### config.mk
export PLATFORM = sky130hd
export DESIGN_NAME = uvts_ram
export DESIGN_NICKNAME = d
export VERILOG_FILES = /design/src/sv/uvts_ram.sv
export SDC_FILE = /design/constraint.sdc
export NUM_CORES = 2
export LEC_CHECK = 0
export BUFFER_PORTS_ARGS = -buffer_cell sky130_fd_sc_hd__buf_2
export CAP_MARGIN = 20
export CORE_UTILIZATION = 55
export CTS_CLUSTER_SIZE = 16
export DETAILED_ROUTE_END_ITERATION = 10
export PLACE_DENSITY = 0.71
export SKIP_LAST_GASP = 1
export SYNTH_ARGS = -nofsm -noshare
export SYNTH_HDL_FRONTEND = slang
export SYNTH_SLANG_ARGS = --single-unit
### constraint.sdc
create_clock -name clock -period 2.9 [get_ports clock]
set_input_delay 0.29 -clock clock [delete_from_list [all_inputs] [get_ports clock]]
set_output_delay 0.29 -clock clock [all_outputs]
set_load 0.01 [all_outputs]
### src/sv/uvts_ram.sv
module uvts_ram #(
   parameter int WIDTH = 8,
   parameter int DEPTH = 256
) (
   input  logic                     clock,
   input  logic                     wr_en,
   input  logic [$clog2(DEPTH)-1:0] wr_addr,
   input  logic [WIDTH-1:0]         wr_data,
   input  logic                     rd_en,
   input  logic [$clog2(DEPTH)-1:0] rd_addr,
   output logic [WIDTH-1:0]         rd_data
);

   logic [WIDTH-1:0] mem [DEPTH];
   logic [WIDTH-1:0] rd_data_ff;

   always_ff @(posedge clock) begin
      if (wr_en) begin
         mem[wr_addr] <= wr_data;
      end
      if (rd_en) begin
         rd_data_ff <= mem[rd_addr];
      end
   end

   assign rd_data = rd_data_ff;

endmodule

==> flow_summary.toml <==
[setup_path]
startpoint_type = "flip-flop"
critPathMaxFanout = 1
end_kind = "flip-flop"
crit_arrival_ns = 3.35
worstSetupPathType = "reg -> reg"
ff2ff_path_depth = 6
cp_data_required_time_ns = 3.42

[timing]
setup_violations = 0
slew_headroom_pct = 23.5
worst_pin_slew_ns = 1.14
fmax_ghz = 0.353
hold_viol = 0
finalCriticalPeriod_ns = 2.83
finalMaxSlewViolations = 0
fin_ws_ns = 0.0681
period_share_pct = 97.7
rsz0062_at_grt = "no"
finClkSkew_ns = 0.0287

[global_route]
grt_usage_pct = 27.4
antenna_found_initial = 12
grt_pass1_vias = 41300
grt_max_degree = 105
grt_pass1_wl_mm = 287
grt-ovfl-total = 0

[clocking]
clkTransAtPathRegs_ns = 0.06
cts_sinks = 2056
cts_root_buf = "clkbuf_16"
cts_tree = "done"
cts_setup_buffers = 0
htree_num_levels = 4
cts_buffers = 198
cts_buffer_depth = 3
clk-insertion-delay-late_ns = 0.82

[floorplanning]
die_h_microns = 383
ios = 35
fp.coreArea_sq_mm = 0.144
placementRows = 139
start_util_pct = 55.4
die_area_sq_mm = 0.146
dieWidth_microns = 383

[routing]
totalWireLength_mm = 197
ant_nets = 0
avgViaCountPerCell = 6.46
wl_per_cell_microns = 30.9
drt_iter0_drc = 5725
vias = 41300
drc = 8
firstDrtPassIters = 11

[hold_path]
hp-class = "in -> reg"
worstHoldPathCells = 1

[placed_design]
place.port_buffers = 34
gp_congestion = 0.889
place_ws_ns = -0.590
dp_hpwl_mm = 124
placed_area_sq_mm = 0.0861

[synthesis]
synth_top_area_share_pct = 77.5
avgSynthCellArea_sq_um = 21.3
yosysSeqAreaShare_pct = 77.5
yosys.area.top_type = "edfxtp_1"
netlist_instances = 3733
synth_cell_type_count = 54
synth-main-ff-cell = "edfxtp_1"
synth_area_sq_mm = 0.0796
synth_edf_count = 2056
ys_async_sr_fraction_pct = 0
yosys-top-cells-area = "edfxtp_1 (78%), mux4_2 (13%), mux2i_1 (1.7%), nor2_1 (1.3%), a22oi_1 (1.3%)"
syn-num-nets = 3760
synth_seq_cells = 2056
ys_warn_count = 0

[pwr]
vdd_drop_max_mv = 0.575
leakagePower_nw = 29.8
powerDensity_mw_per_mm2 = 664

[final_layout]
synthToLayoutAreaGrowth_pct = 16.2
drive_gt1_share_pct = 30.4
fin_nets = 4339
design_area_sq_mm = 0.0926

[run_status]
status = "complete, but fails checks"
violations = "DRC"

[job]
cap_violations = 0
==> metal layers <==
metal | track usage, % | vias up | wire (microns)
met4 | 9.58 | 10 | 7120
met3 | 5.60 | 419 | 22200
met1 | 39.1 | 21500 | 73900
met5 | 0 | - | 70
li1 | - | 16900 | -
met2 | 42.6 | 2451 | 94200
==> cells in the final DEF, fill, tap and decap left out, types with 33 or more instances in the layout <==
cell type  netlist  layout
edfxtp_1      2056    2056
buf_4           27     504
mux4_2         454     454
nor2_1         282     279
clkbuf_16        0     202
mux2i_1        134     134
a22oi_1        133     133
a21oi_1         96      96
buf_12           8      72
clkinv_1         1      50
o221ai_1        46      46
clkbuf_1       111      40
nand3_1         34      34
nand2_1         33      33
==> Yosys cell counts (all sizes together), types with 12 or more instances <==
| library cell | n |
|---|---|
| mux4 | 456 |
| nor2 | 282 |
| nor4 | 27 |
| nor2b | 31 |
| a22oi | 133 |
| o221ai | 47 |
| o21ai | 12 |
| a211oi | 16 |
| nand3 | 34 |
| mux2i | 134 |
| a221oi | 14 |
| buf | 122 |
| edfxtp | 2056 |
| o22ai | 28 |
| nor3 | 22 |
| a21oi | 96 |
| clkbuf | 111 |
| nand2 | 33 |
==> through the flow <==
stage / util, % / hold slack (ns) / instances / total power, mW / setup TNS (ns)
floorplan: - / 0.389 / 3733 / 35.0 / 0
global placement: 59.9 / 0.747 / 6010 / 36.6 / -4.22
detailed placement: 59.9 / 0.761 / 6012 / 36.7 / -2.73
CTS: 64.4 / 0.0163 / 6377 / 61.7 / 0
global route: 64.4 / 0.0542 / 6377 / 63.0 / 0
finish: 64.4 / 0.0511 / 6385 / 61.4 / 0
==> registers in the layout, indices dropped and copies added (netlist names) <==
signal,flops
mem,2048
rd_data,8
==> worst max-delay path, stage by stage, from the launching register on <==
cell	delay (ns)
edfxtp_1	0.40
mux4_2	0.48
mux4_2	0.48
nor2_1	0.13
a2111oi_2	0.06
nor3_1	0.88
nor4_1	0.13
==> final timing paths <==
check | startpoint | endpoint | slack (ns)
setup / recovery | mem[139][7]$_DFFE_PP_ | rd_data[7]$_DFFE_PP_ | 0.07
hold / removal | wr_data[3] | mem[86][3]$_DFFE_PP_ | 0.05
setup reg to reg | mem[139][7]$_DFFE_PP_ | rd_data[7]$_DFFE_PP_ | 0.07
hold reg to reg | mem[27][0]$_DFFE_PP_ | rd_data[0]$_DFFE_PP_ | 1.23
==> what timing repair did <==
action,CTS,global route
hold buffers,3,0
endpoints found under the hold margin,123,0
endpoints found under the setup margin,0,2
resized for setup,0,2
==> final cells by class <==
cell class / instances / area [sq um]
fillers: 9432 / 51100
inverters: 2 / 7.51
repair buffers: 612 / 5510
flip-flops and latches: 2056 / 61700
diodes: 8 / 20.0
clock inverters: 120 / 1200
multi-input cells: 1442 / 16500
clock buffers: 242 / 5200
well taps: 1903 / 2380
==> kinds of logic after synthesis <==
group	Yosys count	share of synthesized area (%)
flip-flops	2056	77.5
AND/OR/NAND/NOR	466	2.63
AO/OA/AOI/OAI	385	3.42
buffers and inverters	235	1.83
multiplexers	591	14.6
==> power breakdown <==
group | switching [mW] | internal [mW]
combinational | 2.00 | 1.27
clock | 10.9 | 14.5
sequential | 0.0491 | 32.8
Note: power is estimated with default switching activity, not from simulation.
